`src/hdl/cif_pkg.sv`:
```
`timescale 1ns / 1ps
// ----------------------------------------------------------------------------
// cif_pkg: shared definitions of the 3x3 image filter
// Widths, register indexes and the structures passed between the stages.
// ----------------------------------------------------------------------------
package cif_pkg;

   localparam int MAX_WIDTH  = 64;
   localparam int MAX_HEIGHT = 64;
   localparam int COL_W      = $clog2(MAX_WIDTH);
   localparam int ROW_W      = $clog2(MAX_HEIGHT);
   localparam int SIZE_W     = 7;
   localparam int PIXEL_W    = 8;
   localparam int TAP_W      = 16;
   localparam int PROD_W     = 24;
   localparam int VALUE_W    = 28;
   localparam int CSR_ADDR_W = 3;
   localparam int CSR_DATA_W = 48;
   localparam int RESULT_N   = 4;

   localparam logic [CSR_ADDR_W-1:0] CSR_KERNEL_TOP    = 3'd0;
   localparam logic [CSR_ADDR_W-1:0] CSR_KERNEL_MID    = 3'd1;
   localparam logic [CSR_ADDR_W-1:0] CSR_KERNEL_BOTTOM = 3'd2;
   localparam logic [CSR_ADDR_W-1:0] CSR_IMAGE_WIDTH   = 3'd3;
   localparam logic [CSR_ADDR_W-1:0] CSR_IMAGE_HEIGHT  = 3'd4;
   localparam logic [CSR_ADDR_W-1:0] CSR_BORDER_MODE   = 3'd5;

   typedef logic [PIXEL_W-1:0] pixel_type;

   typedef struct packed {
      logic [2:0][2:0][TAP_W-1:0] taps;
      logic [SIZE_W-1:0]          width;
      logic [SIZE_W-1:0]          height;
      logic                       padded;
   } cfg_type;

   typedef struct packed {
      pixel_type [2:0][2:0] window;
      logic [ROW_W-1:0]     row;
      logic [COL_W-1:0]     col;
   } job_type;

endpackage

```
`src/hdl/cif_ram.sv`:
```
`timescale 1ns / 1ps
// ----------------------------------------------------------------------------
// cif_ram: generic simple dual-port RAM
// One write port and one read port with registered read data.
// ----------------------------------------------------------------------------
module cif_ram #(
   parameter int WIDTH = 8,
   parameter int DEPTH = 64
) (
   input  logic                     clock,
   input  logic                     wr_en,
   input  logic [$clog2(DEPTH)-1:0] wr_addr,
   input  logic [WIDTH-1:0]         wr_data,
   input  logic                     rd_en,
   input  logic [$clog2(DEPTH)-1:0] rd_addr,
   output logic [WIDTH-1:0]         rd_data
);

   logic [WIDTH-1:0] mem_ff [DEPTH];
   logic [WIDTH-1:0] rd_data_ff;

   always_ff @(posedge clock) begin
      if (wr_en) begin
         mem_ff[wr_addr] <= wr_data;
      end
      if (rd_en) begin
         rd_data_ff <= mem_ff[rd_addr];
      end
   end

   assign rd_data = rd_data_ff;

endmodule

```
`src/hdl/cif_front.sv`:
```
`timescale 1ns / 1ps
// ----------------------------------------------------------------------------
// cif_front: position tracking, line stores and window
// Tracks the raster position, reads and updates the two line stores and
// shifts the 3x3 window, handing one job per pixel to the result stage.
// ----------------------------------------------------------------------------
module cif_front (
   input  logic                           clock,
   input  logic                           reset,
   input  cif_pkg::cfg_type               cfg,
   input  logic                           req_valid,
   output logic                           req_ready,
   input  logic [cif_pkg::PIXEL_W-1:0]    req_pixel,
   input  logic                           req_frame_start,
   output logic                           job_valid,
   output cif_pkg::job_type               job,
   input  logic                           job_take
);

   localparam int RW = cif_pkg::ROW_W;
   localparam int CW = cif_pkg::COL_W;
   localparam int SW = cif_pkg::SIZE_W;

   logic [RW-1:0] pos_row_ff, pos_row_in;
   logic [CW-1:0] pos_col_ff, pos_col_in;

   logic                 a_valid_ff, a_valid_in;
   cif_pkg::pixel_type   a_pixel_ff;
   logic [RW-1:0]        a_row_ff;
   logic [CW-1:0]        a_col_ff;

   logic                 job_valid_ff, job_valid_in;
   cif_pkg::job_type     job_ff, job_in;

   logic                 accept;
   logic                 a_move;
   logic                 job_ready;
   logic [SW-1:0]        row_t;
   logic [SW-1:0]        col_t;
   logic [RW-1:0]        cur_row;
   logic [CW-1:0]        cur_col;
   cif_pkg::pixel_type   upper_rd;
   cif_pkg::pixel_type   lower_rd;

   assign job_ready = !job_valid_ff || job_take;
   assign a_move    = a_valid_ff && job_ready;
   assign req_ready = !a_valid_ff || a_move;
   assign accept    = req_valid && req_ready;

   // Position of the incoming pixel, allowing for a size that shrank mid-frame.
   always_comb begin
      col_t = req_frame_start ? '0 : SW'(pos_col_ff);
      row_t = req_frame_start ? '0 : SW'(pos_row_ff);
      if (col_t >= cfg.width) begin
         col_t = '0;
         row_t = row_t + SW'(1);
      end
      if (row_t >= cfg.height) begin
         row_t = '0;
      end
      cur_row = row_t[RW-1:0];
      cur_col = col_t[CW-1:0];

      pos_row_in = pos_row_ff;
      pos_col_in = pos_col_ff;
      if (accept) begin
         if (SW'(cur_col) + SW'(1) < cfg.width) begin
            pos_col_in = cur_col + CW'(1);
            pos_row_in = cur_row;
         end else begin
            pos_col_in = '0;
            pos_row_in = (SW'(cur_row) + SW'(1) < cfg.height) ? cur_row + RW'(1) : '0;
         end
      end
   end

   cif_ram #(
      .WIDTH (cif_pkg::PIXEL_W),
      .DEPTH (cif_pkg::MAX_WIDTH)
   ) u_upper (
      .clock   (clock),
      .wr_en   (a_move),
      .wr_addr (a_col_ff),
      .wr_data (lower_rd),
      .rd_en   (accept),
      .rd_addr (cur_col),
      .rd_data (upper_rd)
   );

   cif_ram #(
      .WIDTH (cif_pkg::PIXEL_W),
      .DEPTH (cif_pkg::MAX_WIDTH)
   ) u_lower (
      .clock   (clock),
      .wr_en   (a_move),
      .wr_addr (a_col_ff),
      .wr_data (a_pixel_ff),
      .rd_en   (accept),
      .rd_addr (cur_col),
      .rd_data (lower_rd)
   );

   always_comb begin
      a_valid_in = accept ? 1'b1 : (a_move ? 1'b0 : a_valid_ff);
      job_valid_in = a_move ? 1'b1 : (job_take ? 1'b0 : job_valid_ff);
      job_in = job_ff;
      if (a_move) begin
         for (int t = 0; t < 3; t++) begin
            job_in.window[t][0] = job_ff.window[t][1];
            job_in.window[t][1] = job_ff.window[t][2];
         end
         job_in.window[0][2] = upper_rd;
         job_in.window[1][2] = lower_rd;
         job_in.window[2][2] = a_pixel_ff;
         job_in.row          = a_row_ff;
         job_in.col          = a_col_ff;
      end
   end

   always_ff @(posedge clock) begin
      if (reset) begin
         pos_row_ff   <= '0;
         pos_col_ff   <= '0;
         a_valid_ff   <= 1'b0;
         job_valid_ff <= 1'b0;
         job_ff       <= '0;
      end else begin
         pos_row_ff   <= pos_row_in;
         pos_col_ff   <= pos_col_in;
         a_valid_ff   <= a_valid_in;
         job_valid_ff <= job_valid_in;
         job_ff       <= job_in;
      end
   end

   always_ff @(posedge clock) begin
      if (accept) begin
         a_pixel_ff <= req_pixel;
         a_row_ff   <= cur_row;
         a_col_ff   <= cur_col;
      end
   end

   assign job_valid = job_valid_ff;
   assign job       = job_ff;

endmodule

```
`config.mk`:
```
export PLATFORM = sky130hd
export DESIGN_NAME = cif_front
export DESIGN_NICKNAME = d
export VERILOG_FILES = /design/src/hdl/cif_pkg.sv /design/src/hdl/cif_ram.sv /design/src/hdl/cif_front.sv
export SDC_FILE = /design/constraint.sdc
export NUM_CORES = 2
export LEC_CHECK = 0
export BUFFER_PORTS_ARGS = -buffer_cell sky130_fd_sc_hd__buf_4
export CORE_MARGIN = 10
export CORE_UTILIZATION = 45
export CTS_CLUSTER_DIAMETER = 60
export DETAILED_ROUTE_END_ITERATION = 16
export SYNTH_ARGS = -nofsm -noshare
export SYNTH_HDL_FRONTEND = slang
export SYNTH_HIERARCHICAL = 1
export SYNTH_SLANG_ARGS = --single-unit
```
`constraint.sdc`:
```
create_clock -name clock -period 6.9 [get_ports clock]
set_input_delay 1.38 -clock clock [delete_from_list [all_inputs] [get_ports clock]]
set_output_delay 1.38 -clock clock [all_outputs]
set_load 0.03 [all_outputs]
```
==> Word-level counts from Yosys, hierarchy flattened <==
Memories as Yosys holds them, arrays and structs flattened. A register that Yosys moved wholly into a read port is not among the register bits.
Index checks and enable logic that the tools add are counted.
{ "totals": {"register_bits": 118, "ram_bits": 1024, "input_bits": 172, "output_inout_bits": 86, "elab_cells": 51, "memories": 2} }
{ "op_classes": {"add_sub_neg": 5, "order_cmp": 4, "n_mux": 14, "reduce_logical": 8} }
{ "memory_table": {"columns": ["name", "words", "width", "rd", "rd_ports_with_merged_regs", "wr", "line_no", "source"], "rows": [
  ["u_lower.mem_ff", 64, 8, 1, 1, 1, "cif_ram.sv:19", "logic [WIDTH-1:0] mem_ff [DEPTH];"],
  ["u_upper.mem_ff", 64, 8, 1, 1, 1, "cif_ram.sv:19", null]
]} }
{ "ops": {"columns": ["operator", "count"], "rows": [
  ["$mux W6", 7],
  ["$add A6 B1 Y7 const B", 3],
  ["$lt A7 B7 Y1", 2],
  ["$add A6 B1 Y6 const B", 2],
  ["$ge A6 B7 Y1", 1],
  ["$ge A7 B7 Y1", 1],
  ["$mux W7", 1],
  ["$mux W1", 6],
  ["$reduce_bool A2 Y1", 2],
  ["$logic_and A1 B1 Y1", 2],
  ["$logic_not A1 Y1", 2],
  ["$logic_or A1 B1 Y1", 2]
]} }

==> Longest topological paths before layout <==
{ "depth": {"word_depth": 9, "depth_mapped": 28, "mapped_depth_nobuf": 26} }

==> Modules after synthesis <==
Netlist, hierarchy kept.
{ "modules_own_cells": {"columns": ["mod", "instances", "cells_per_inst", "area_per_inst_um2", "seq_area_each_um2"], "rows": [
  ["cif_ram", 2, 940, 20246.9, 15615.0],
  ["cif_front", 1, 605, 5144.9, 2562.5]
]} }

==> Worst setup path before layout <==
Ideal clock, no wire load.
{ "synth_timing": {"path_kind": "input port to flip-flop", "startpoint": "in req_frame_start", "endpoint": "reg pos_row_ff[5]", "setup_time_ps": 77, "arrival_ps": 6455, "required_ps": 6823, "path_slack_ps": 369, "stages": 27, "path_buffers": 2, "path_cell_list": "clkbuf_1 > nand2b_1 > inv_1 > ha_1 > nand3_1 > nor2_1 > a21oi_2 > or3_1 > a21oi_1 > ha_1 > a211oi_1 > nor2_1 > nor2_1 > o21ai_1 > nor2_1 > ha_1 > nand2_1 > a211oi_1 > xor2_1 > ha_1 > a21o_1 > a21o_1 > a2111oi_0 > and3_1 > buf_4 > or3b_1 > a41oi_2"} }
{ "synth_via": {"elab_chain_len": 9, "word_cells_on_any_way": 15, "cone_classes": "add/sub: 4; order compare: 4; mux: 7"} }
{ "synth_lines": {"columns": ["element", "line_no", "source"], "rows": [
  ["start: declaration", "cif_front.sv:14", "input logic req_frame_start,"],
  ["$mux W6, on equally long branches", "cif_front.sv:53, cif_front.sv:52", null],
  ["$add A6 B1 Y7 or $ge A6 B7 Y1 (tied branches)", "cif_front.sv:56, cif_front.sv:54", null],
  ["$mux W7 (*)", "cif_front.sv:54", "if (col_t >= cfg.width) begin"],
  ["$ge A7 B7 Y1", "cif_front.sv:58", "if (row_t >= cfg.height) begin"],
  ["$mux W6 (*)", "cif_front.sv:58", null],
  ["via row_t[0]", "cif_front.sv:38", "logic [SW-1:0] row_t;"],
  ["$add A6 B1 Y7", "cif_front.sv:72", "pos_row_in = (SW'(cur_row) + SW'(1) < cfg.height) ? cur_row + RW'(1) : '0;"],
  ["$lt A7 B7 Y1", "cif_front.sv:72", null],
  ["$mux W6 (*)", "cif_front.sv:72", null],
  ["$mux W6 (*)", "cif_front.sv:67", "if (SW'(cur_col) + SW'(1) < cfg.width) begin"],
  ["end signal: assignment", "cif_front.sv:128", "pos_row_ff <= pos_row_in;"],
  ["end: declaration", "cif_front.sv:24", "logic [RW-1:0] pos_row_ff, pos_row_in;"]
]} }
The timed path passes the listed nets; every way through them passes the cells marked *.
A chain may end at the register's enable or synchronous reset.

==> Worst setup path in the final report <==
{ "layout_timing": {"startpoint": "in req_frame_start", "endpoint": "reg pos_row_ff[5]"} }
{ "layout_via": {"elab_chain_len": 9, "word_cells_on_any_way": 15, "cone_classes": "add/sub: 4; order compare: 4; mux: 7"} }
{ "layout_lines": {"columns": ["element", "line_no"], "rows": [
  ["$mux W6, on equally long branches", "cif_front.sv:53, cif_front.sv:52"],
  ["$add A6 B1 Y7 or $ge A6 B7 Y1 (tied branches)", "cif_front.sv:56, cif_front.sv:54"],
  ["$mux W7", "cif_front.sv:54"],
  ["$ge A7 B7 Y1", "cif_front.sv:58"],
  ["$mux W6", "cif_front.sv:58"],
  ["$add A6 B1 Y7", "cif_front.sv:72"],
  ["$lt A7 B7 Y1", "cif_front.sv:72"],
  ["$mux W6", "cif_front.sv:72"],
  ["$mux W6 (*)", "cif_front.sv:67"]
]} }
Mark *: on every way between the ends. The rest lies on a longest branch, timed or not.

==> impl_metrics.toml <==
[cts]
cts_buffer_depth = 3
cts_resized = 0
hold_buffers = 0
cts_setup_buffers = 0
path_clk_slew_ns = 0.06
cts_root_buf = "clkbuf_16"
h-tree-depth = 3
insertion_delay_ns = 0.70
cts.sinks = 1158
cts_tree = "yes"
cts_made_buffers = 119

[sta]
hold_viol_final = 0
finalClockSkew_ns = 0.0210
final-setup-viol-count = 0
fin_crit_sh = 0.899
drv_slew = 0
rsz0062_at_grt = "false"
slew_headroom = 0.173
worst_pin_slew_ns = 1.24
setup_tns_ns = 0
max_freq_mhz = 161
fin_hold_ws_ns = 0.455
finalCriticalPeriod_ns = 6.20

[pwr]
p_clk_frac = 0.431
p_leak_nw = 16.1
p_comb_frac = 0.035
switching_share = 0.207
internal_power_w = 0.0115
ir_worst_vdd_uv = 176
p_sw_w = 0.00299
power.density_nw_per_um2 = 279
total_power_w = 0.0145
p_seq_frac = 0.534

[floorplan]
die_w_um = 338
coreArea_um2 = 100000
initial_core_util = 0.454
num_io_pins = 258
die_h_um = 338
rows = 116
fp.dieArea_um2 = 115000

[setup_path]
cpLargestDelayFamily = "compound AO/OA/AOI/OAI gates"
reg2reg_slack_ns = 1.24
crit_buf_inv = 4
cpMaxStageDelayCell = "a2111oi_0"
worstPathMaxFanout = 15
crit_end = "pos_row_ff[5]"
crit_required_ns = 7.52
max_stage_delay_ns = 0.45
timing.rr.end = "pos_row_ff[5]"
startpoint_type = "primary input"
cp-startpoint = "req_frame_start"
r2r-start = "pos_col_ff[2]"
rr_worst_depth = 22
path_depth = 23
crit_type = "primary input to register"
arrival_ns = 6.82
crit_chain = "buf_4 -> nor2b_1 -> ha_1 -> a21oi_1 -> o21ai_2 -> a21oi_2 -> buf_4 -> mux2i_1 -> inv_1 -> ha_1 -> a211oi_1 -> o21ai_1 -> buf_4 -> nor4_4 -> and2b_1 -> or2_2 -> ha_1 -> a21o_1 -> a21o_1 -> a2111oi_0 -> and3_1 -> or3b_1 -> a41oi_2"
cp-end-kind = "register"

[yosys]
synthFlopType = "edfxtp_1"
synth-adder-area-share = 0.00768
synth_cell_types = 66
synth_top_family_by_area = "multiplexers"
synth_area_um2 = 45600
syn_inst = 2485
synth-simple-area-share = 0.0548
seq_area_frac_synth = 0.740
muxShareOfSynthArea = 0.141
synth-edff-count = 1060
ys.warnings.count = 6
avgSynthCellArea_um2 = 18.4
synth_compound_area_frac = 0.0351
synthArstFlopShare = 0
syn-num-nets = 2685
ys_seq_elements = 1158
synthXorXnorAreaFrac = 0.00208

[route]
drc = 0
via_per_inst = 5.75
vias = 23600
ant_nets = 0
firstDrtPassIters = 7
wirelength_um = 104000
first_iter_violations = 2160
wl_per_cell_um = 25.4

[global_routing]
grt_max_degree = 99
grt_pass1_wl_um = 156000
grt_pass1_vias = 24100
grt-ovfl-total = 0
antenna_found_initial = 0
grtUsageTotal = 0.178

[final_layout]
fillCellCount = 8083
layout-drive-gt1-share = 0.238
fin_nets = 2852
insertedDiodeCount = 0
utilization = 0.516
syn_to_final_growth_pct = 13.6

[place]
hpwl_um = 62100
gp_congestion = 0.821
place.port_buffers = 112

[outcome]
outcome = "finished, final reports clean"

[min_path]
hold_path.class = "register to register"

[run]
cap_violations = 0
==> sequential cells by signal, summed over array words and instances, names as in the netlist <==
name / flops
u_lower/rd_data: 8
u_upper/mem_ff: 512
u_lower/mem_ff: 512
pos_row_ff: 6
job_valid: 1
pos_col_ff: 6
job: 84
u_upper/rd_data: 8
a_col_ff: 6
a_pixel_ff: 8
a_valid_ff: 1
a_row_ff: 6
==> through the flow <==
stage	instance area, um2	setup WS, ns	cells
3_3_place_gp	48100	0.131	3888
6_report	51900	0.695	4109
5_1_grt	51900	0.424	4109
2_1_floorplan	45600	0.369	2485
3_5_place_dp	48100	0.0801	3888
4_1_cts	51900	0.809	4109
==> cell families (layout without fill, tap and decap cells) <==
logic type | Yosys count | count (layout)
compound gates | 239 | 239
buf+inv | 156 | 423
mux | 326 | 326
fa+ha+maj | 28 | 28
flops | 1158 | 1158
simple gates | 568 | 568
xor+xnor | 10 | 10
==> worst reg2reg max path, cell delays in order (launching register included) <==
cell and delay (ns):
dfxtp_1 0.32, nor2b_1 0.25, ha_1 0.29, a21oi_1 0.16, o21ai_2 0.11, a21oi_2 0.31
buf_4 0.20, mux2i_1 0.26, inv_1 0.08, ha_1 0.27, a211oi_1 0.29, o21ai_1 0.22
buf_4 0.19, nor4_4 0.32, and2b_1 0.23, or2_2 0.30, ha_1 0.19, a21o_1 0.18
a21o_1 0.17, a2111oi_0 0.45, and3_1 0.25, or3b_1 0.37, a41oi_2 0.17
==> power groups by stage <==
stage               Clock (W)  Sequential [W]  Combinational (W)
floorplan                   0         0.00793           0.000264
finish                0.00623         0.00772           0.000500
global placement            0         0.00786           0.000497
CTS                   0.00638         0.00772           0.000511
detailed placement          0         0.00787           0.000510
global route          0.00667         0.00772           0.000542
==> cells in the final DEF, fill, tap and decap left out, types with 12 or more instances in the layout <==
| cell type | n |
|---|---|
| clkbuf_16 | 120 |
| nand2_1 | 221 |
| nor3_1 | 20 |
| inv_1 | 19 |
| clkinv_1 | 27 |
| a21oi_1 | 105 |
| ha_1 | 28 |
| o21ai_0 | 12 |
| clkbuf_1 | 25 |
| buf_4 | 173 |
| mux4_2 | 252 |
| a221oi_1 | 12 |
| o22ai_1 | 16 |
| nand2b_1 | 19 |
| edfxtp_1 | 1060 |
| dfxtp_1 | 98 |
| mux2i_1 | 48 |
| nor2_1 | 190 |
| o221ai_1 | 16 |
| clkinv_2 | 22 |
| nand3_1 | 32 |
| mux2_2 | 26 |
| nor2b_1 | 37 |
==> routing by layer <==
layer | wire length, um | track usage
met5 | 0 | 0
met4 | 2430 | 0.0489
met1 | 43300 | 0.239
met2 | 50600 | 0.290
met3 | 7910 | 0.0430
==> worst min path at each step <==
| stage | startpoint | to | cells past startpoint |
|---|---|---|---|
| 2_1_floorplan | a_valid_ff | job_valid | 2 |
| 3_3_place_gp | job[43] | job[43] | 2 |
| 3_5_place_dp | job[39] | job[39] | 2 |
| 4_1_cts | job[39] | job[39] | 2 |
| 5_1_grt | job[39] | job[39] | 2 |
| 6_report | job[39] | job[39] | 2 |
==> cells in the mapped netlist (all sizes together) (6+ instances only) <==
library cell / instances / area, um2
edfxtp: 1060 / 31800
mux4: 252 / 5680
nand2: 222 / 833
nor2: 193 / 724
a21oi: 107 / 543
dfxtp: 98 / 1960
buf: 78 / 554
clkbuf: 57 / 214
mux2i: 48 / 480
nor2b: 37 / 231
nand3: 33 / 170
ha: 28 / 350
mux2: 26 / 293
inv: 21 / 78.8
nor3: 20 / 100
nand2b: 19 / 119
o21ai: 18 / 93.8
o221ai: 16 / 140
o22ai: 16 / 100
a221oi: 12 / 105
a211oi: 11 / 82.6
a22oi: 9 / 67.6
nor4: 7 / 58.8
nand3b: 6 / 45.0
nand4: 6 / 37.5
o2111ai: 6 / 52.6
o2bb2ai: 6 / 52.6
==> area by class of cell <==
| type | instances | area (um2) | share of cell area |
|---|---|---|---|
| Tap cell | 1357 | 1700 | 0.0327 |
| Inverter | 21 | 80.1 | 0.00154 |
| Timing Repair Buffer | 181 | 1460 | 0.0281 |
| Multi-Input combinational cell | 1171 | 11000 | 0.213 |
| Sequential cell | 1158 | 33800 | 0.652 |
| Clock inverter | 76 | 709 | 0.0137 |
| Clock buffer | 145 | 3100 | 0.0597 |
Note: power is estimated with default switching activity, not from simulation.
