**config.mk**
```make
export PLATFORM = sky130hd
export DESIGN_NAME = cif_mac
export DESIGN_NICKNAME = d
export VERILOG_FILES = /design/src/hdl/cif_pkg.sv /design/src/hdl/cif_mac.sv
export SDC_FILE = /design/constraint.sdc
export NUM_CORES = 2
export LEC_CHECK = 0
export ABC_CLOCK_PERIOD_IN_PS = 17700
export BUFFER_PORTS_ARGS = -buffer_cell sky130_fd_sc_hd__buf_2
export CORE_MARGIN = 2
export CORE_UTILIZATION = 50
export DETAILED_ROUTE_END_ITERATION = 8
export PLACE_DENSITY = 0.67
export RECOVER_POWER = 25
export SETUP_SLACK_MARGIN = 0.1
export SYNTH_ARGS = -nofsm -noshare
export SYNTH_HDL_FRONTEND = slang
export SYNTH_SLANG_ARGS = --single-unit
```
**constraint.sdc**
```tcl
create_clock -name clock -period 17.7 [get_ports clock]
set_input_delay 3.54 -clock clock [delete_from_list [all_inputs] [get_ports clock]]
set_output_delay 3.54 -clock clock [all_outputs]
set_load 0.05 [all_outputs]
```
**src/hdl/cif_pkg.sv**
```systemverilog
`timescale 1ns / 1ps
// ----------------------------------------------------------------------------
// cif_pkg: shared definitions of the 3x3 image filter
// Widths, register indexes and the structures passed between the stages.
// ----------------------------------------------------------------------------
package cif_pkg;

   localparam int MAX_WIDTH  = 64;
   localparam int MAX_HEIGHT = 64;
   localparam int COL_W      = $clog2(MAX_WIDTH);
   localparam int ROW_W      = $clog2(MAX_HEIGHT);
   localparam int SIZE_W     = 7;
   localparam int PIXEL_W    = 8;
   localparam int TAP_W      = 16;
   localparam int PROD_W     = 24;
   localparam int VALUE_W    = 28;
   localparam int CSR_ADDR_W = 3;
   localparam int CSR_DATA_W = 48;
   localparam int RESULT_N   = 4;

   localparam logic [CSR_ADDR_W-1:0] CSR_KERNEL_TOP    = 3'd0;
   localparam logic [CSR_ADDR_W-1:0] CSR_KERNEL_MID    = 3'd1;
   localparam logic [CSR_ADDR_W-1:0] CSR_KERNEL_BOTTOM = 3'd2;
   localparam logic [CSR_ADDR_W-1:0] CSR_IMAGE_WIDTH   = 3'd3;
   localparam logic [CSR_ADDR_W-1:0] CSR_IMAGE_HEIGHT  = 3'd4;
   localparam logic [CSR_ADDR_W-1:0] CSR_BORDER_MODE   = 3'd5;

   typedef logic [PIXEL_W-1:0] pixel_type;

   typedef struct packed {
      logic [2:0][2:0][TAP_W-1:0] taps;
      logic [SIZE_W-1:0]          width;
      logic [SIZE_W-1:0]          height;
      logic                       padded;
   } cfg_type;

   typedef struct packed {
      pixel_type [2:0][2:0] window;
      logic [ROW_W-1:0]     row;
      logic [COL_W-1:0]     col;
   } job_type;

endpackage

```
**src/hdl/cif_mac.sv**
```systemverilog
`timescale 1ns / 1ps
// ----------------------------------------------------------------------------
// cif_mac: result sequencing and multiply-accumulate
// Issues the results of each job one per cycle while the output side keeps
// up, forms nine products in a register stage and sums them into the output register.
// ----------------------------------------------------------------------------
module cif_mac (
   input  logic                                clock,
   input  logic                                reset,
   input  cif_pkg::cfg_type                    cfg,
   input  logic                                job_valid,
   input  cif_pkg::job_type                    job,
   output logic                                job_take,
   output logic                                rsp_valid,
   input  logic                                rsp_ready,
   output logic signed [cif_pkg::VALUE_W-1:0]  rsp_value,
   output logic [cif_pkg::ROW_W-1:0]           rsp_out_row,
   output logic [cif_pkg::COL_W-1:0]           rsp_out_col,
   output logic                                rsp_last,
   output logic                                rsp_frame_end
);

   localparam int RW = cif_pkg::ROW_W;
   localparam int CW = cif_pkg::COL_W;
   localparam int SW = cif_pkg::SIZE_W;
   localparam int PW = cif_pkg::PROD_W;
   localparam int VW = cif_pkg::VALUE_W;
   localparam int RN = cif_pkg::RESULT_N;

   logic [RN-1:0] done_ff, done_in;

   logic                 p_valid_ff, p_valid_in;
   logic signed [PW-1:0] p_prod_ff [3][3];
   logic [RW-1:0]        p_row_ff;
   logic [CW-1:0]        p_col_ff;
   logic                 p_last_ff;
   logic                 p_frame_end_ff;

   logic                 o_valid_ff, o_valid_in;
   logic signed [VW-1:0] o_value_ff;
   logic [RW-1:0]        o_row_ff;
   logic [CW-1:0]        o_col_ff;
   logic                 o_last_ff;
   logic                 o_frame_end_ff;

   logic          row_last, col_last;
   logic [RN-1:0] flags, pend;
   logic [1:0]    sel;
   logic          more;
   logic          p_move, p_free, emit;
   logic [SW-1:0] cr_t, cc_t;
   logic [2:0]    row_ok, col_ok;
   cif_pkg::pixel_type eff [3][3];
   logic signed [PW-1:0] prod [3][3];
   logic signed [VW-1:0] sum;

   assign row_last = SW'(job.row) == cfg.height - SW'(1);
   assign col_last = SW'(job.col) == cfg.width - SW'(1);

   // Results in issue order: centre one up-left, one up at the right edge,
   // on the bottom row one left, and the bottom-right corner.
   always_comb begin
      flags[0] = cfg.padded ? (job.row != '0 && job.col != '0)
                            : (job.row >= RW'(2) && job.col >= CW'(2));
      flags[1] = cfg.padded && job.row != '0 && col_last;
      flags[2] = cfg.padded && row_last && job.col != '0;
      flags[3] = cfg.padded && row_last && col_last;
      pend     = flags & ~done_ff;
      priority if (pend[0]) sel = 2'd0;
      else if (pend[1])     sel = 2'd1;
      else if (pend[2])     sel = 2'd2;
      else                  sel = 2'd3;
      more = (pend & ~(RN'(1) << sel)) != '0;
   end

   assign p_move   = p_valid_ff && (!o_valid_ff || rsp_ready);
   assign p_free   = !p_valid_ff || p_move;
   assign emit     = job_valid && pend != '0 && p_free;
   assign job_take = job_valid && (pend == '0 || (emit && !more));

   always_comb begin
      if (job_take) begin
         done_in = '0;
      end else if (emit) begin
         done_in = done_ff | (RN'(1) << sel);
      end else begin
         done_in = done_ff;
      end
   end

   // Centre of the selected result and which of its neighbours lie inside the image.
   always_comb begin
      cr_t = SW'(job.row) - SW'(1) + SW'(sel[1]);
      cc_t = SW'(job.col) - SW'(1) + SW'(sel[0]);
      row_ok[0] = cr_t != '0;
      row_ok[1] = 1'b1;
      row_ok[2] = cr_t + SW'(1) < cfg.height;
      col_ok[0] = cc_t != '0;
      col_ok[1] = 1'b1;
      col_ok[2] = cc_t + SW'(1) < cfg.width;
      for (int i = 0; i < 3; i++) begin
         for (int j = 0; j < 3; j++) begin
            eff[i][j] = '0;
            if (row_ok[i] && col_ok[j] && (i + int'(sel[1])) <= 2
                && (j + int'(sel[0])) <= 2) begin
               eff[i][j] = job.window[i + int'(sel[1])][j + int'(sel[0])];
            end
            prod[i][j] = PW'($signed(cfg.taps[i][j])) * $signed(PW'(eff[i][j]));
         end
      end
   end

   always_comb begin
      sum = '0;
      for (int i = 0; i < 3; i++) begin
         for (int j = 0; j < 3; j++) begin
            sum = sum + VW'(p_prod_ff[i][j]);
         end
      end
   end

   assign p_valid_in = emit ? 1'b1 : (p_move ? 1'b0 : p_valid_ff);
   assign o_valid_in = p_move ? 1'b1 : (rsp_ready ? 1'b0 : o_valid_ff);

   always_ff @(posedge clock) begin
      if (reset) begin
         done_ff    <= '0;
         p_valid_ff <= 1'b0;
         o_valid_ff <= 1'b0;
      end else begin
         done_ff    <= done_in;
         p_valid_ff <= p_valid_in;
         o_valid_ff <= o_valid_in;
      end
   end

   always_ff @(posedge clock) begin
      if (emit) begin
         p_prod_ff      <= prod;
         p_row_ff       <= cr_t[RW-1:0];
         p_col_ff       <= cc_t[CW-1:0];
         p_last_ff      <= !more;
         p_frame_end_ff <= !more && row_last && col_last;
      end
      if (p_move) begin
         o_value_ff     <= sum;
         o_row_ff       <= p_row_ff;
         o_col_ff       <= p_col_ff;
         o_last_ff      <= p_last_ff;
         o_frame_end_ff <= p_frame_end_ff;
      end
   end

   assign rsp_valid     = o_valid_ff;
   assign rsp_value     = o_value_ff;
   assign rsp_out_row   = o_row_ff;
   assign rsp_out_col   = o_col_ff;
   assign rsp_last      = o_last_ff;
   assign rsp_frame_end = o_frame_end_ff;

endmodule

```
Word-level counts from Yosys, hierarchy flattened
Cells that the tools add are included.
{ "op_classes": {"shifts": 1, "muxes": 49, "n_addsub": 20, "n_reduce_logical": 51, "bitwise": 5, "order_cmp": 16, "mul": 9, "eq_ne": 2} }
{ "ops": {"columns": ["op", "count"], "rows": [
  ["16-bit by 9-bit multiplier with 24-bit output", 9],
  ["8-bit 2-to-1 mux", 27],
  ["24-bit 2-to-1 mux", 6],
  ["32-bit by 3-bit less-or-equal comparator with 1-bit output, second input constant", 4],
  ["28-bit by 24-bit adder with 28-bit output", 4],
  ["24-bit binary-select mux with 2-bit select", 2],
  ["8-bit binary-select mux with 2-bit select", 6],
  ["1-bit logical AND", 35],
  ["27-bit by 24-bit adder with 28-bit output", 1],
  ["26-bit by 24-bit adder with 27-bit output", 1],
  ["25-bit by 24-bit adder with 26-bit output", 1],
  ["24-bit by 24-bit adder with 25-bit output", 1],
  ["7-bit by 1-bit adder with 7-bit output", 2],
  ["7-bit by 1-bit adder with 7-bit output, second input constant", 2],
  ["6-bit by 7-bit == test with 1-bit output", 2],
  ["7-bit less-than comparator", 2],
  ["7-bit nonzero test", 2],
  ["6-bit by 1-bit subtractor with 7-bit output, second input constant", 2],
  ["7-bit by 1-bit subtractor with 7-bit output, second input constant", 2],
  ["6-bit by 2-bit greater-or-equal comparator with 1-bit output, second input constant", 2],
  ["6-bit nonzero test", 2],
  ["4-bit bitwise AND", 2],
  ["4-bit NOT", 2],
  ["4-bit nonzero test", 2],
  ["15 further kinds", 32]
]} }
{ "word_totals": {"out_inout_bits": 44, "reg_bits": 278, "word_cells": 174, "inputBits": 247} }

Depth between registers and ports, before layout
{ "depth": {"word_depth": 17, "ltp_mapped": 45, "ltp_nobuf": 41} }

Worst setup path after synthesis
Ideal clock, no wire load.
{ "synth_path": {"path_kind": "input to register", "from": "input port cfg[8] (netlist bit)", "to": "register p_col_ff[0] (enable)", "slack_ns": 2.275, "arrival_time_ns": 14.598, "setup_time_ns": 0.827, "stages": 10, "path_cell_list": "inv_1 -> ha_1 -> xnor2_1 -> xnor2_1 -> nor3_2 -> nor4b_2 -> a31oi_4 -> inv_2 -> nor3_1 -> nor2_1"} }
{ "synth_via": {"elab_chain_cells": 7, "word_cells_on_any_way": 8} }
{ "synth_lines": {"columns": ["item", "line", "rtl"], "rows": [
  ["from (decl)", "cif_mac.sv:10", "input cif_pkg::cfg_type cfg,"],
  ["7-bit by 1-bit subtractor with 7-bit output *", "cif_mac.sv:58", "assign col_last = SW'(job.col) == cfg.width - SW'(1);"],
  ["6-bit by 7-bit == test with 1-bit output *", "cif_mac.sv:58", null],
  ["1-bit logical AND (on tied branches)", "cif_mac.sv:65, cif_mac.sv:67", null],
  ["4-bit bitwise AND *", "cif_mac.sv:68", "pend = flags & ~done_ff;"],
  ["4-bit nonzero test *", "cif_mac.sv:78", "assign emit = job_valid && pend != '0 && p_free;"],
  ["1-bit logical AND * (2 in a row)", "cif_mac.sv:78", null],
  ["via emit", "cif_mac.sv:50", "logic p_move, p_free, emit;"],
  ["to (signal assigned)", "cif_mac.sv:141", "p_col_ff <= cc_t[CW-1:0];"],
  ["to (decl)", "cif_mac.sv:35", "logic [CW-1:0] p_col_ff;"]
]} }
The timed path passes the listed nets; every way through them passes the cells marked *.
A chain may end at the register's enable or synchronous reset.

==> results by stage <==
Run status:
- The run finished, with violations left.
- The final reports fail on capacitance limit, slew limit.

Synth:
- After synthesis, the share of flip-flops with an asynchronous set or reset is 0.
- The number of synthesized flops with an enable pin is 272.
- Of the total synthesized cell area, the portion taken by XOR and XNOR cells is 0.03916.
- The synthesized design contains between 200 and 300 register bits.
- The main flop type after synthesis is sky130_fd_sc_hd__edfxtp_1.
- For this run, the number of Yosys warnings is 0.
- The post-synthesis average cell area is between 9 and 10 um2.
- Synthesis produced 5910 cells.
- The combinational family with the most area after synthesis is adder cells.
- Of the total synthesized cell area, the portion taken by full adders, half adders and majority gates is 0.4854.
- The share of the synthesized area in compound gates (AO/OA/AOI/OAI) is 0.05918.
- The sequential element share of the synthesized area is 0.1470.
- Of the total synthesized cell area, the portion taken by AND, OR, NAND and NOR gates is 0.1490.
- The mapped netlist covers roughly 56000 um2.
- The synthesized netlist contains 87 unique library cells.
- The portion of synthesized area spent on multiplexers is 0.01307.
- The net count of the mapped netlist is ~7700.

Place:
- At the end of routability-driven placement, the weighted congestion stood at between 0.9 and 1.
- Summed over all nets, the half-perimeter wirelength after detailed placement is ~130 mm.
- Input and output buffers added on the ports amount to 290.

Final layout:
- Compared with the post-synthesis result, the final layout area differs by 7.088%.
- The number of nets in the finished design is about 7900.
- In the final layout, the share of cells above drive strength 1 is 0.07007.
- At the end of the flow the core is filled with cells to 0.5380.

Floorplan:
- The area inside the core boundary is 112200 um2.
- The die width is around 340 um.
- The full die area is roughly 120000 um2.
- The overall die height is approximately 340 um.
- For this configuration, the core starts out at a cell density of 0.5024.
- During I/O placement, the number of pins put on the boundary was roughly 290.
- The floorplan has ~120 rows.

STA:
- The slew of the pin with the lowest slew margin is 2.357 ns.
- The worst hold slack is just over 0.4 ns.
- Measured against its own limit, the worst slew margin works out to -0.5714.
- The setup TNS is 0 ns.
- Setup repair after global routing left no endpoint under its margin.
- On the final layout, the worst clock skew is around 0.037 ns.
- The final count of pins violating max slew is 62.
- The total count of hold-check failures in the final report is 0.
- Dividing the final minimum period by the clock period gives 0.8692.
- Setup violations remaining at the end of the flow were counted as 0.
- The highest clock frequency the design can meet is 65.00 MHz.
- The shortest period the worst path allows is about 15 ns.

Critical path:
- The origin of the worst setup path is cfg[8].
- The class of the most critical setup path is input port to flip-flop.
- The cell with the most instances on the worst path is sky130_fd_sc_hd__ha_1.
- The element type at the critical path start is an input port.
- The buffering stage count on the worst path with inverters included is 7.
- The startpoint identified for the worst register-to-register timing path is done_ff[1].
- The data arrival time at the worst-slack endpoint is between 15 and 20 ns.
- The kind of cell with the highest combined delay on the critical path is simple AND/OR/NAND/NOR gates.
- The largest driver fanout on the critical path is 37.
- Among all stages on the critical path, the largest delay is contributed by sky130_fd_sc_hd__nand3_1.
- The capturing element type of the critical path is a flip-flop.
- The highest cell delay on the worst timing path is 1.17 ns.
- The data required time of the critical path is about 18 ns.

Min path:
- The worst hold path begins at p_frame_end_ff.
- The worst hold path belongs to the class flip-flop to flip-flop.

GRT:
- The initial antenna violation count is 33.
- The global-route total usage across every layer is 0.2740.
- The total overflow left after global routing is 0.
- The first global-routing pass estimated roughly 240 mm of wire.
- The number of global-route vias before repair is approximately 43000.
- The pin count of the biggest net entering global routing is 81.

Routing:
- The residual antenna-violating net count after detailed routing is 0.
- The via count normalized by instance count is between 5 and 6.
- The post-route DRC violation count is 0.
- The number of violations reported at the end of detailed-routing iteration 0 is 2926.
- The total vias in the final route is between 40000 and 50000.
- Detailed routing placed a total of 12.27 mm of wire on met3.
- The first detailed-routing pass took 9 iterations.
- The total detailed-routing wirelength is about 150 mm.
- The met2 layer wire length in the routed design is approximately 74 mm.
- The post-route met1 wirelength is between 60 and 70 mm.
- The uppermost layer routed is met5.
- The post-detailed-route wirelength per cell is 19.98 um.

Clocking:
- The clock drives roughly 280 sinks.
- The count of instances resized after the clock tree is built is 0.
- The CTS root buffer is sky130_fd_sc_hd__clkbuf_16.
- TritonCTS created 37 clock buffers.
- The clock reaches the later pin of the worst-skew pair after 0.59 ns.
- After clock tree synthesis, the setup repair step added 0 buffers.
- The number of hold buffers added after CTS was 0.
- No sink is reached through more buffers than the 3 on the longest clock path.
- The TritonCTS clock tree is done.
- The H-tree generated during clock tree synthesis spans 2 levels.
- The clock transition at the register clock pins on the worst setup and hold paths after CTS is ~0.060 ns.

Job:
- The max-cap check violation count is 2.
## metrics by stage
| step | area [um2] | worst slack, ns | cells |
|---|---|---|---|
| after CTS | 60400 | 3.633 | 7651 |
| after floorplan | 56360 | 2.275 | 5910 |
| after global routing | 60340 | 1.465 | 7668 |
| after detailed placement | 59150 | 3.014 | 7583 |
| final | 60360 | 2.316 | 7674 |
| after global placement | 59150 | 3.066 | 7583 |
## flip-flops by register name (all words and copies together) (netlist names)
signal and flops:
p_prod_ff 216, rsp_value 28, p_col_ff 6, p_row_ff 6
rsp_out_col 6, rsp_out_row 6, done_ff 4, p_frame_end_ff 1
p_last_ff 1, p_valid_ff 1, rsp_frame_end 1, rsp_last 1
rsp_valid 1
## per-layer routing
metal	track usage	up-vias
met4	0.09403	14
met2	0.4576	1381
li1	-	18630
met3	0.05684	257
met5	0.004902	-
met1	0.3546	20810
## final timing paths
kind,endpoint,slack (ns),depth (start not counted)
setup / recovery,p_prod_ff[23],2.32,39
hold / removal,rsp_frame_end,0.41,0
hold reg to reg,rsp_frame_end,0.41,0
setup reg to reg,p_prod_ff[23],6.17,33
## placed cells by master (no fill, tap or decap), types with 31 or more instances in the layout
cell type                   instances
sky130_fd_sc_hd__edfxtp_1         272
sky130_fd_sc_hd__fa_1            1071
sky130_fd_sc_hd__xnor2_1          193
sky130_fd_sc_hd__nand2_1          451
sky130_fd_sc_hd__o21ai_0           82
sky130_fd_sc_hd__nor3_1            64
sky130_fd_sc_hd__xor2_1            59
sky130_fd_sc_hd__a21oi_1          150
sky130_fd_sc_hd__nor2b_1           35
sky130_fd_sc_hd__clkbuf_16         37
sky130_fd_sc_hd__and3_1            56
sky130_fd_sc_hd__mux2i_1           35
sky130_fd_sc_hd__a21o_1            62
sky130_fd_sc_hd__o21a_1            31
sky130_fd_sc_hd__ha_1             473
sky130_fd_sc_hd__nor2_1           435
sky130_fd_sc_hd__and2_1           363
sky130_fd_sc_hd__inv_1           1410
sky130_fd_sc_hd__buf_2            246
sky130_fd_sc_hd__nand3_1          201
sky130_fd_sc_hd__clkbuf_1          49
## kinds of logic after synthesis
logic type | after synthesis
buffers and inverters | 1549
AOI/OAI and AO/OA | 499
DFF | 278
xor gates and xnor gates | 252
adders and majority gates | 1544
muxes | 58
and+or+nand+nor | 1730
## final cells by class
type                    count  area (um2)
diodes                     23       57.56
clock buffers              43       968.4
clock inverters            25       284.0
fillers                 10200       51830
inverters                1411        5299
multi-input cells        4083       42040
flip-flops and latches    278        8288
well taps                1500        1877
repair buffers            311        1550
## synth_stat cells, types with 7 or more instances
master / number / share of area
sky130_fd_sc_hd__nor2_2: 12 / 0.0013
sky130_fd_sc_hd__a21o_1: 62 / 0.0083
sky130_fd_sc_hd__and2_1: 364 / 0.040
sky130_fd_sc_hd__a211oi_1: 18 / 0.0024
sky130_fd_sc_hd__or2_2: 21 / 0.0023
sky130_fd_sc_hd__nor3_1: 63 / 0.0056
sky130_fd_sc_hd__o21a_1: 31 / 0.0041
sky130_fd_sc_hd__xnor2_1: 193 / 0.030
sky130_fd_sc_hd__mux2i_2: 9 / 0.0022
sky130_fd_sc_hd__a211oi_2: 8 / 0.0018
sky130_fd_sc_hd__mux2i_4: 9 / 0.0036
sky130_fd_sc_hd__edfxtp_1: 272 / 0.14
sky130_fd_sc_hd__nor2b_1: 36 / 0.0040
sky130_fd_sc_hd__nand3_1: 202 / 0.018
sky130_fd_sc_hd__buf_6: 15 / 0.0030
sky130_fd_sc_hd__buf_2: 63 / 0.0056
sky130_fd_sc_hd__o21ai_0: 82 / 0.0073
sky130_fd_sc_hd__a31oi_1: 12 / 0.0013
sky130_fd_sc_hd__and3_1: 56 / 0.0062
sky130_fd_sc_hd__nand4_1: 7 / 0.00078
sky130_fd_sc_hd__nand2_1: 451 / 0.030
sky130_fd_sc_hd__nor2_1: 435 / 0.029
sky130_fd_sc_hd__a21oi_2: 11 / 0.0017
sky130_fd_sc_hd__a211o_1: 15 / 0.0023
sky130_fd_sc_hd__clkbuf_1: 50 / 0.0033
sky130_fd_sc_hd__o41ai_1: 7 / 0.0011
sky130_fd_sc_hd__buf_4: 8 / 0.0011
sky130_fd_sc_hd__a21oi_1: 150 / 0.013
sky130_fd_sc_hd__fa_1: 1071 / 0.38
sky130_fd_sc_hd__o211ai_1: 12 / 0.0016
sky130_fd_sc_hd__xor2_1: 59 / 0.0092
sky130_fd_sc_hd__or3_1: 13 / 0.0014
sky130_fd_sc_hd__mux2i_1: 35 / 0.0062
sky130_fd_sc_hd__o21bai_1: 17 / 0.0023
sky130_fd_sc_hd__inv_1: 1409 / 0.094
sky130_fd_sc_hd__ha_1: 473 / 0.10
sky130_fd_sc_hd__nand2b_1: 25 / 0.0028
sky130_fd_sc_hd__a21boi_0: 16 / 0.0021
Power is not shown: default switching activity piles up to over one toggle a cycle in this logic, so the estimate is an artifact.
